$ cat config.mk
export PLATFORM = sky130hd
export DESIGN_NAME = serial_command_line_parser
export DESIGN_NICKNAME = d
export VERILOG_FILES = /design/src/hw/rtl/scl_pkg.sv /design/src/hw/rtl/serial_command_line_parser.sv
export SDC_FILE = /design/constraint.sdc
export NUM_CORES = 1
export LEC_CHECK = 0
export ABC_AREA = 1
export BUFFER_PORTS_ARGS = -buffer_cell sky130_fd_sc_hd__buf_4
export CAP_MARGIN = 15
export CORE_ASPECT_RATIO = 0.8
export CORE_MARGIN = 2
export CORE_UTILIZATION = 32
export CTS_CLUSTER_SIZE = 16
export DETAILED_ROUTE_END_ITERATION = 10
export GPL_ROUTABILITY_DRIVEN = 1
export SLEW_MARGIN = 20
export SYNTH_ARGS = -nofsm -noshare
export SYNTH_HDL_FRONTEND = slang
export SYNTH_SLANG_ARGS = --single-unit
$ cat constraint.sdc
create_clock -name clk -period 4.8 [get_ports clk]
set_input_delay 0.48 -clock clk [delete_from_list [all_inputs] [get_ports clk]]
set_output_delay 0.48 -clock clk [all_outputs]
set_load 0.1 [all_outputs]
$ cat src/hw/rtl/scl_pkg.sv
// ----------------------------------------------------------------------------
// Serial command line parser package
// Character codes, sizes and the digit conversion stage type shared by the
// parser, its checker and the testbench.
// ----------------------------------------------------------------------------
package scl_pkg;

	// Argument buffer size including the terminator; an argument counts
	// FIELD_BUFFER_BYTES - 1 characters.
	localparam int FIELD_BUFFER_BYTES = 16;
	localparam int CHAR_LIMIT = FIELD_BUFFER_BYTES - 1;
	localparam int CHAR_CNT_W = $clog2(FIELD_BUFFER_BYTES);

	// Number of arguments after the command letter.
	localparam int NUM_ARGS = 3;

	// Character codes.
	localparam logic [7:0] CHAR_TAB   = 8'd9;
	localparam logic [7:0] CHAR_FF    = 8'd12;
	localparam logic [7:0] CHAR_CR    = 8'd13;
	localparam logic [7:0] CHAR_SPACE = 8'd32;
	localparam logic [7:0] CHAR_PLUS  = 8'd43;
	localparam logic [7:0] CHAR_MINUS = 8'd45;
	localparam logic [7:0] CHAR_ZERO  = 8'd48;
	localparam logic [7:0] CHAR_NINE  = 8'd57;

	// Saturation bounds in the widened accumulator.
	localparam int ACC_W = 36;
	localparam logic signed [ACC_W-1:0] VAL_MAX = 36'sh0_7FFF_FFFF;
	localparam logic signed [ACC_W-1:0] VAL_MIN = -36'sh0_8000_0000;

	// Field phase codes.
	localparam logic [1:0] PHASE_LETTER = 2'd0;
	localparam logic [1:0] PHASE_LAST   = 2'd3;

	// Digit conversion stage of the current argument.
	typedef enum logic [1:0] {
		CONV_WAIT   = 2'd0,
		CONV_DIGITS = 2'd1,
		CONV_DONE   = 2'd2
	} conv_stage_t;

endpackage

$ cat src/hw/rtl/serial_command_line_parser.sv
// ----------------------------------------------------------------------------
// Serial command line parser
// Splits a stream of received characters into a command letter and three
// integer arguments, and delivers one request per carriage return.
// ----------------------------------------------------------------------------
// Usage:
//   Input channel: rx_char with in_valid / in_stall. One character per
//   request; a character is taken at an edge where in_valid is high and
//   in_stall is low.
//   Output channel: command_letter, first_value, second_value, third_value
//   with out_valid / out_stall. One request leaves for every carriage
//   return; other characters only update the parser state.
//   Path: a carriage return passes the input register and then loads its
//   request into the output register, which drives the outputs.
//   Throughput: one character per cycle while in_stall is low. Each
//   character passes an input register and the combinational compare and
//   multiply-by-ten logic that updates the parser state and the output register.
//   Stall: the output register holds its request while out_stall is high.
//   Only a carriage return waiting behind a stalled result raises
//   in_stall; all other characters keep flowing.
//   Reset: arst_n clears the parser state and both valid flags at once;
//   the block takes characters as soon as reset is released.
// ----------------------------------------------------------------------------
module serial_command_line_parser
	import scl_pkg::*;
(
	input  logic        clk,
	input  logic        arst_n,
	input  logic        in_valid,
	output logic        in_stall,
	input  logic [7:0]  rx_char,
	output logic        out_valid,
	input  logic        out_stall,
	output logic [7:0]  command_letter,
	output logic signed [31:0] first_value,
	output logic signed [31:0] second_value,
	output logic signed [31:0] third_value
);

	// Input register.
	logic       valid_s1;
	logic [7:0] char_s1;

	// Parser state.
	logic [1:0]            phase_q;
	logic [CHAR_CNT_W-1:0] char_cnt_q;
	logic [7:0]            letter_q;
	logic signed [31:0]    field_val_q [NUM_ARGS];
	conv_stage_t           conv_q;
	logic                  neg_q;

	// Output register.
	logic                  out_valid_q;
	logic [7:0]            out_letter_q;
	logic signed [31:0]    out_val_q [NUM_ARGS];

	// Next state.
	logic [1:0]            phase_d;
	logic [CHAR_CNT_W-1:0] char_cnt_d;
	logic [7:0]            letter_d;
	logic signed [31:0]    field_val_d [NUM_ARGS];
	conv_stage_t           conv_d;
	logic                  neg_d;

	logic                  is_cr;
	logic                  is_digit;
	logic                  advance;
	logic [1:0]            slot;
	logic signed [ACC_W-1:0] cur_ext;
	logic signed [ACC_W-1:0] times_ten;
	logic signed [ACC_W-1:0] digit_ext;
	logic signed [ACC_W-1:0] acc;
	logic signed [31:0]    acc_sat;

	// The character in the input register moves on unless it is a carriage
	// return and the output register holds a stalled request.
	assign is_cr    = (char_s1 == CHAR_CR);
	assign is_digit = (char_s1 inside {[CHAR_ZERO:CHAR_NINE]});
	assign advance  = valid_s1 && !(is_cr && out_valid_q && out_stall);
	assign in_stall = valid_s1 && !advance;

	// Input register.
	always_ff @(posedge clk or negedge arst_n) begin
		if (!arst_n) begin
			valid_s1 <= 1'b0;
		end else if (!in_stall) begin
			valid_s1 <= in_valid;
		end
	end

	always_ff @(posedge clk) begin
		if (!in_stall) begin
			char_s1 <= rx_char;
		end
	end

	// Multiply the running value by ten and add or subtract the digit,
	// then clamp to the 32-bit signed range.
	assign slot      = phase_q - 2'd1;
	assign cur_ext   = ACC_W'(field_val_q[slot]);
	assign times_ten = (cur_ext <<< 3) + (cur_ext <<< 1);
	assign digit_ext = {{(ACC_W-4){1'b0}}, char_s1[3:0]};
	assign acc       = neg_q ? (times_ten - digit_ext) : (times_ten + digit_ext);

	always_comb begin
		if (acc > VAL_MAX) begin
			acc_sat = VAL_MAX[31:0];
		end else if (acc < VAL_MIN) begin
			acc_sat = VAL_MIN[31:0];
		end else begin
			acc_sat = acc[31:0];
		end
	end

	// Next parser state for the character in the input register.
	always_comb begin
		phase_d     = phase_q;
		char_cnt_d  = char_cnt_q;
		letter_d    = letter_q;
		field_val_d = field_val_q;
		conv_d      = conv_q;
		neg_d       = neg_q;
		if (is_cr) begin
			// End of line: everything returns to its reset value.
			phase_d     = PHASE_LETTER;
			char_cnt_d  = '0;
			letter_d    = '0;
			field_val_d = '{default: '0};
			conv_d      = CONV_WAIT;
			neg_d       = 1'b0;
		end else if (char_s1 == CHAR_SPACE) begin
			// A space starts the next argument; after the third it is ignored.
			if (phase_q != PHASE_LAST) begin
				phase_d    = phase_q + 2'd1;
				char_cnt_d = '0;
				conv_d     = CONV_WAIT;
				neg_d      = 1'b0;
			end
		end else if (phase_q == PHASE_LETTER) begin
			letter_d = char_s1;
		end else if (char_cnt_q < CHAR_CNT_W'(CHAR_LIMIT)) begin
			char_cnt_d = char_cnt_q + CHAR_CNT_W'(1);
			case (conv_q)
				CONV_WAIT: begin
					if (char_s1 inside {[CHAR_TAB:CHAR_FF]}) begin
						conv_d = CONV_WAIT;
					end else if (char_s1 == CHAR_PLUS || char_s1 == CHAR_MINUS) begin
						neg_d  = (char_s1 == CHAR_MINUS);
						conv_d = CONV_DIGITS;
					end else if (is_digit) begin
						conv_d            = CONV_DIGITS;
						field_val_d[slot] = acc_sat;
					end else begin
						conv_d = CONV_DONE;
					end
				end
				CONV_DIGITS: begin
					if (is_digit) begin
						field_val_d[slot] = acc_sat;
					end else begin
						conv_d = CONV_DONE;
					end
				end
				default: begin
					conv_d = conv_q;
				end
			endcase
		end
	end

	// Parser state registers.
	always_ff @(posedge clk or negedge arst_n) begin
		if (!arst_n) begin
			phase_q     <= PHASE_LETTER;
			char_cnt_q  <= '0;
			letter_q    <= '0;
			field_val_q <= '{default: '0};
			conv_q      <= CONV_WAIT;
			neg_q       <= 1'b0;
		end else if (advance) begin
			phase_q     <= phase_d;
			char_cnt_q  <= char_cnt_d;
			letter_q    <= letter_d;
			field_val_q <= field_val_d;
			conv_q      <= conv_d;
			neg_q       <= neg_d;
		end
	end

	// Output register: loaded by a carriage return, cleared when taken.
	always_ff @(posedge clk or negedge arst_n) begin
		if (!arst_n) begin
			out_valid_q <= 1'b0;
		end else if (advance && is_cr) begin
			out_valid_q <= 1'b1;
		end else if (!out_stall) begin
			out_valid_q <= 1'b0;
		end
	end

	always_ff @(posedge clk) begin
		if (advance && is_cr) begin
			out_letter_q <= letter_q;
			out_val_q    <= field_val_q;
		end
	end

	assign out_valid      = out_valid_q;
	assign command_letter = out_letter_q;
	assign first_value    = out_val_q[0];
	assign second_value   = out_val_q[1];
	assign third_value    = out_val_q[2];

endmodule

; ---- Yosys cells after proc, flatten, opt, wreduce, memory -nomap -nowiden
; Index checks and enable logic that the tools add are counted.
; W data, S select, Z words.
[classes]
order_cmp = 9
bitwise_logic = 1
div_mod_pow = 0
muxes = 48
addsub = 6
n_reduce_logical = 28
n_mul = 0
n_shift = 0
eq_ne = 15
[ops]
columns = operator, n
row1 = $mux W96, 7
row2 = $pmux W96 S2, 1
row3 = $mux W32, 5
row4 = $bwmux W96, 1
row5 = $bmux W32 S2, 1
row6 = $demux W32 S2, 1
row7 = $add A35 B33 Y36, 1
row8 = $add A36 B5 Y36, 1
row9 = $gt A36 B32 Y1 const B, 1
row10 = $lt A36 B32 Y1 const B, 1
row11 = $mux W36, 1
row12 = $sub A36 B5 Y36, 1
row13 = $eq A8 B6 Y1 const B, 3
row14 = $mux W2, 12
row15 = $mux W8, 3
row16 = $mux W4, 5
row17 = $reduce_and A7 Y1, 2
row18 = $ne A3 B3 Y1 const B, 4
row19 = $reduce_bool A3 Y1, 4
row20 = $mux W1, 10
row21 = $eq A8 B4 Y1 const B, 1
row22 = $ge A8 B4 Y1 const B, 1
row23 = $ge A8 B6 Y1 const B, 1
row24 = $le A8 B4 Y1 const B, 1
row25 = 23 further kinds, 38
[word_totals]
rom_bits = 0
ram_bits = 0
n_memories = 0
regBits = 227
output_inout_bits = 106
input_bits = 12
latch_bits = 0

; ---- Longest topological paths before layout
[depth]
ltp_word = 20
mapped_depth = 36
depth_no_buf = 33

; ---- Worst setup path after synthesis
; No wires, ideal clock.
[synth_path]
kind = register to register
start = reg phase_q[0]
end = reg field_val_q[10] (netlist name)
path_buffers = 3
setup_time_ps = 117
path_stages_with_launch = 33
arrival_time_ps = 4712
path_slack_ps = -29
path_cell_list = dfrtp_1 -> clkinv_1 -> clkbuf_1 -> ha_1 -> nor2_1 -> clkbuf_1 -> a32oi_1 -> inv_1 -> ha_1 -> inv_1 -> fa_1 -> inv_1 -> nand2_1 -> nand2_1 -> inv_2 -> nor2_2 -> and2_1 -> nand3_1 -> nor2_1 -> nand2_1 -> nor2_4 -> nand3_2 -> nor2_4 -> nand2_2 -> nand2_1 -> nand2_1 -> nand2_2 -> nand3_2 -> o21ai_4 -> buf_12 -> nand2_4 -> nand2_1 -> nand2_1
[synth_via]
elab_chain_cells = 20
[synth_lines]
columns = element, line_no
row1 = "start, declared", serial_command_line_parser.sv:45  ; logic [1:0] phase_q;
row2 = "start signal, assigned", serial_command_line_parser.sv:181  ; phase_q <= phase_d;
row3 = $sub A2 B1 Y2, serial_command_line_parser.sv:99  ; assign slot = phase_q - 2'd1;
row4 = $not A2 Y3 (implied by the code), "serial_command_line_parser.sv:100, serial_command_line_parser.sv:152, serial_command_line_parser.sv:159"
row5 = $bmux W32 S2, serial_command_line_parser.sv:100  ; assign cur_ext = ACC_W'(field_val_q[slot]);
row6 = $mux W32 (implied by the code) (2 in a row), serial_command_line_parser.sv:100
row7 = $add A35 B33 Y36, serial_command_line_parser.sv:101  ; assign times_ten = (cur_ext <<< 3) + (cur_ext <<< 1);
row8 = $add A36 B5 Y36 or $sub A36 B5 Y36 (tied branches), serial_command_line_parser.sv:103  ; assign acc = neg_q ? (times_ten - digit_ext) : (times_ten + digit_ext);
row9 = $mux W36, serial_command_line_parser.sv:103
row10 = $lt A36 B32 Y1, serial_command_line_parser.sv:108  ; end else if (acc < VAL_MIN) begin
row11 = [3 not listed], n/a
row12 = $mux W96, "serial_command_line_parser.sv:150, serial_command_line_parser.sv:158"
row13 = $mux W96, serial_command_line_parser.sv:147  ; end else if (char_s1 == CHAR_PLUS || char_s1 == CHAR_MINUS) begin
row14 = $mux W96, serial_command_line_parser.sv:145  ; if (char_s1 inside {[CHAR_TAB:CHAR_FF]}) begin
row15 = $pmux W96 S2, serial_command_line_parser.sv:143  ; case (conv_q)
row16 = $mux W96, serial_command_line_parser.sv:141  ; end else if (char_cnt_q < CHAR_CNT_W'(CHAR_LIMIT)) begin
row17 = $mux W96, serial_command_line_parser.sv:139  ; end else if (phase_q == PHASE_LETTER) begin
row18 = $mux W96, serial_command_line_parser.sv:131  ; end else if (char_s1 == CHAR_SPACE) begin
row19 = $mux W96, serial_command_line_parser.sv:123  ; if (is_cr) begin
row20 = "end signal, assigned", serial_command_line_parser.sv:184  ; field_val_q <= field_val_d;
row21 = "end, declared", serial_command_line_parser.sv:48  ; logic signed [31:0] field_val_q [NUM_ARGS];
; Several ways; a longest one is shown, not always the timed one. The select of a mux whose other input is x is not followed.
; A chain may end at the register's enable or synchronous reset.

; ---- Worst setup path in the final report
[layout_path]
start = reg phase_q[0]
end = reg field_val_q[83] (netlist name)
; Same word-level chain as after synthesis.

==> summary.md <==
| Metric | Value |
|---|---|
| Seq/Total Area, Yosys | `45.69%` |
| Fin crit share | `95.96%` |
| Crit-path most repeated cell | `nand2_2` |
| Number of clock sinks | `227` |
| P_leak | `8.518 nW` |
| CTS Buf Count | `24` |
| Max Slew Vio Count | `0` |
| H-Tree Level Count | `1` |
| Worst r2r src | `phase_q[0]` |
| Final ANT Viol Nets | `0` |
| Crit path buffers/inverters | `7` |
| Die Span Y | `188.8 um` |
| Register area | `6241 um^2` |
| Detailed Place HPWL | `31700 um` |
| Dpl cell area | `16010 um^2` |
| Pin count of the biggest net entering global routing | `61` |
| CP endpoint kind | `flop` |
| Worst-path clk slew | `60 ps` |
| Layout cells sized above 1 | `27.46%` |
| Crit path kind | `flop to flop` |
| CP delay by family, top | `simple AND/OR/NAND/NOR gates` |
| CP max stage delay | `440 ps` |
| Final min period | `4606 ps` |
| Max Freq | `0.2171 GHz` |
| WP data required | `5270 ps` |
| Vias per cell | `4.844` |
| Die Area | `44370 um^2` |
| GPL Wtd Cong | `0.9149` |
| Post-Synth Adder-Cell Area | `4.286%` |
| Fillcell total | `4201` |
| Initial drt markers | `995` |
| Gate Count Post-Synth | `1754` |
| Final hold vios | `0` |
| Final net count | `2064` |
| Congestion Overflow GR | `0` |
| Area growth syn-to-layout | `29.87%` |
| DRC viols | `0` |
| Peak VDD IR | `0.2791 mV` |
| Final clock skew | `14.99 ps` |
| First-pass GRT wire length | `66410 um` |
| Buffers on Ports | `117` |
| Slew headroom | `31.95%` |
| CP arrival | `5080 ps` |
| Routed WL | `43210 um` |
| Synthesized area | `13660 um^2` |
| Worst Tran Pin Value | `1021 ps` |
| Synthesized Nets | `1811` |
| Total chip power | `10.41 mW` |
| CP max stage cell | `dfrtp_1` |
| Most frequent cells in the layout | `629 x nand2_1, 246 x buf_4, 177 x inv_1` |
| Worst R2R Path Depth | `36` |
| Mux cell area share after synthesis | `0.3206%` |
| # diodes | `0` |
| Total Routing Usage GR | `18.79%` |
| Max Root-Sink Buffers | `3` |
| CTS tree | `built` |
| Setup violators final | `0` |
| Number of antenna violations at the first check in global routing | `0` |
| Ys flop type | `dfrtp_1` |
| PwrDens | `586.9 nW/um^2` |
| Pre-Repair DR Iteration Count | `6` |
| Via Count | `12.48k` |
| Compound-Gate Fraction of Synth Area | `5.963%` |
| Area of the multi-input gates | `7002 um^2` |
| I/O Pins | `118` |
| RSZ-0062 raised after global routing | `yes` |
| Max-Cap Viols | `0` |
| Row cnt | `67` |
| Most common cell after layout, fill and taps aside | `nand2_1` |
| Async S/R FF share, synth | `50.66%` |
| Worst-Skew Late Latency | `550 ps` |
| Yosys cell types | `48` |
| Hold WC Path Type | `input pin to async pin` |
| WL/cell | `16.77 um` |
| XOR/XNOR Fraction of Synth Area | `1.795%` |
| Starting density of the core | `32.53%` |
| Die X | `235 um` |
| Vias in the first global route | `11.91k` |
| Fin area | `17740 um^2` |
| Number of synthesized flops with an enable pin | `112` |
| Synth Area in Simple Gates | `34.89%` |
| Core ar. | `42000 um^2` |
| Setup WS pre-CTS | `-130.9 ps` |
| Status | `completed` |
| CTS root buf | `clkbuf_16` |
| Main combinational cell family by area after synthesis | `simple AND/OR/NAND/NOR gates` |
| Synth warn | `0` |
| Final WS setup | `193.9 ps` |
| R2r setup slk | `190 ps` |
| Synth Register Bits | `227` |
| Critical path fanouts, max | `7` |
| R2R Path End | `field_val_q[83]` |
| CP Launch Type | `flop` |
| Post-synthesis average cell area | `7.788 um^2` |
[sequential cells by signal, summed over array words and instances, names as in the netlist]
signal          count
command_letter      8
valid_s1            1
neg_q               1
letter_q            8
field_val_q        96
third_value        32
char_cnt_q          4
out_valid           1
conv_q              2
char_s1             8
phase_q             2
first_value        32
second_value       32
[worst max-delay path by stage]
stage                     from         endpoint  slack [ps]  cells after the start
floorplan           phase_q[0]  field_val_q[10]          60                     32
global placement    phase_q[0]   field_val_q[0]        -150                     26
detailed placement  phase_q[0]   field_val_q[0]        -130                     31
CTS                 phase_q[0]  field_val_q[83]           4                     30
global route        phase_q[0]  field_val_q[83]         -90                     30
finish              phase_q[0]  field_val_q[83]         190                     36
[what timing repair did]
| item | CTS | global route |
|---|---|---|
| setup endpoints to repair | 93 | 96 |
| pin swaps | 1 | 25 |
| buffers inserted | 8 | 15 |
| gates cloned | 1 | 4 |
| resized for setup | 9 | 143 |
| hold endpoints to repair | 0 | 0 |
| hold buffers | 0 | 0 |
[metrics by stage]
step	instances	hold WS, ps	utilization (%)	setup TNS, ps
floorplan	1754	184.4	-	0
global placement	2505	437.6	38.13	-6899
detailed placement	2505	439.5	38.13	-4373
CTS	2558	99.28	40.39	0
global route	2577	96.45	42.24	-4287
finish	2577	81.79	42.24	0
[power breakdown]
group	total, mW	switching (mW)	internal [mW]
Sequential	2.45	0.173	2.28
Combinational	6.06	3.69	2.37
Clock	1.90	0.766	1.13
[layout make-up]
| class | count | area share (%) |
|---|---|---|
| Multi-Input combinational cell | 1292 | 39.47 |
| Sequential cell | 227 | 35.18 |
| Timing Repair Buffer | 268 | 12.80 |
| Inverter | 194 | 4.133 |
| Tap cell | 552 | 3.893 |
| Clock buffer | 35 | 3.787 |
| Clock inverter | 9 | 0.7405 |
[cells by family (layout without fill, tap and decap cells)]
kind of cell / count (synthesis) / count (layout)
DFF: 227 / 227
buffers and inverters: 235 / 506
and+or+nand+nor: 1066 / 1066
xor gates and xnor gates: 28 / 28
muxes: 4 / 4
AOI/OAI and AO/OA: 149 / 149
adders and majority gates: 45 / 45
[synth_stat cells, types with 3 or more instances]
cell type / count / area (um^2)
nand2_1: 658 / 2470
inv_1: 183 / 686.9
nor2_1: 145 / 544.3
dfrtp_1: 115 / 2878
edfxtp_1: 112 / 3363
nand3_1: 90 / 450.4
o21ai_0: 88 / 440.4
nand2_2: 59 / 369.1
ha_1: 42 / 525.5
a21oi_1: 38 / 190.2
nand2_4: 32 / 360.4
xor2_1: 27 / 236.5
clkbuf_1: 24 / 90.09
nand4_1: 18 / 112.6
nor2_2: 13 / 81.33
nor3_1: 13 / 65.06
nand3_2: 12 / 120.1
buf_2: 9 / 45.04
or2_2: 9 / 56.30
inv_2: 6 / 22.52
clkinv_1: 5 / 18.77
nor2_4: 5 / 56.30
nor4_1: 4 / 25.02
a31oi_1: 3 / 18.77
a32oi_1: 3 / 26.28
buf_12: 3 / 60.06
buf_6: 3 / 33.78
fa_1: 3 / 60.06
mux2_2: 3 / 33.78
[per-layer routing]
layer | vias up | global-route usage, % | wire length (um)
met4 | 0 | 3.189 | 714
met2 | 378 | 28.18 | 18050
li1 | 6110 | - | -
met3 | 48 | 2.652 | 2591
met5 | - | 0 | 0
met1 | 5948 | 28.87 | 21850
Power figures use the tool's default switching activity.
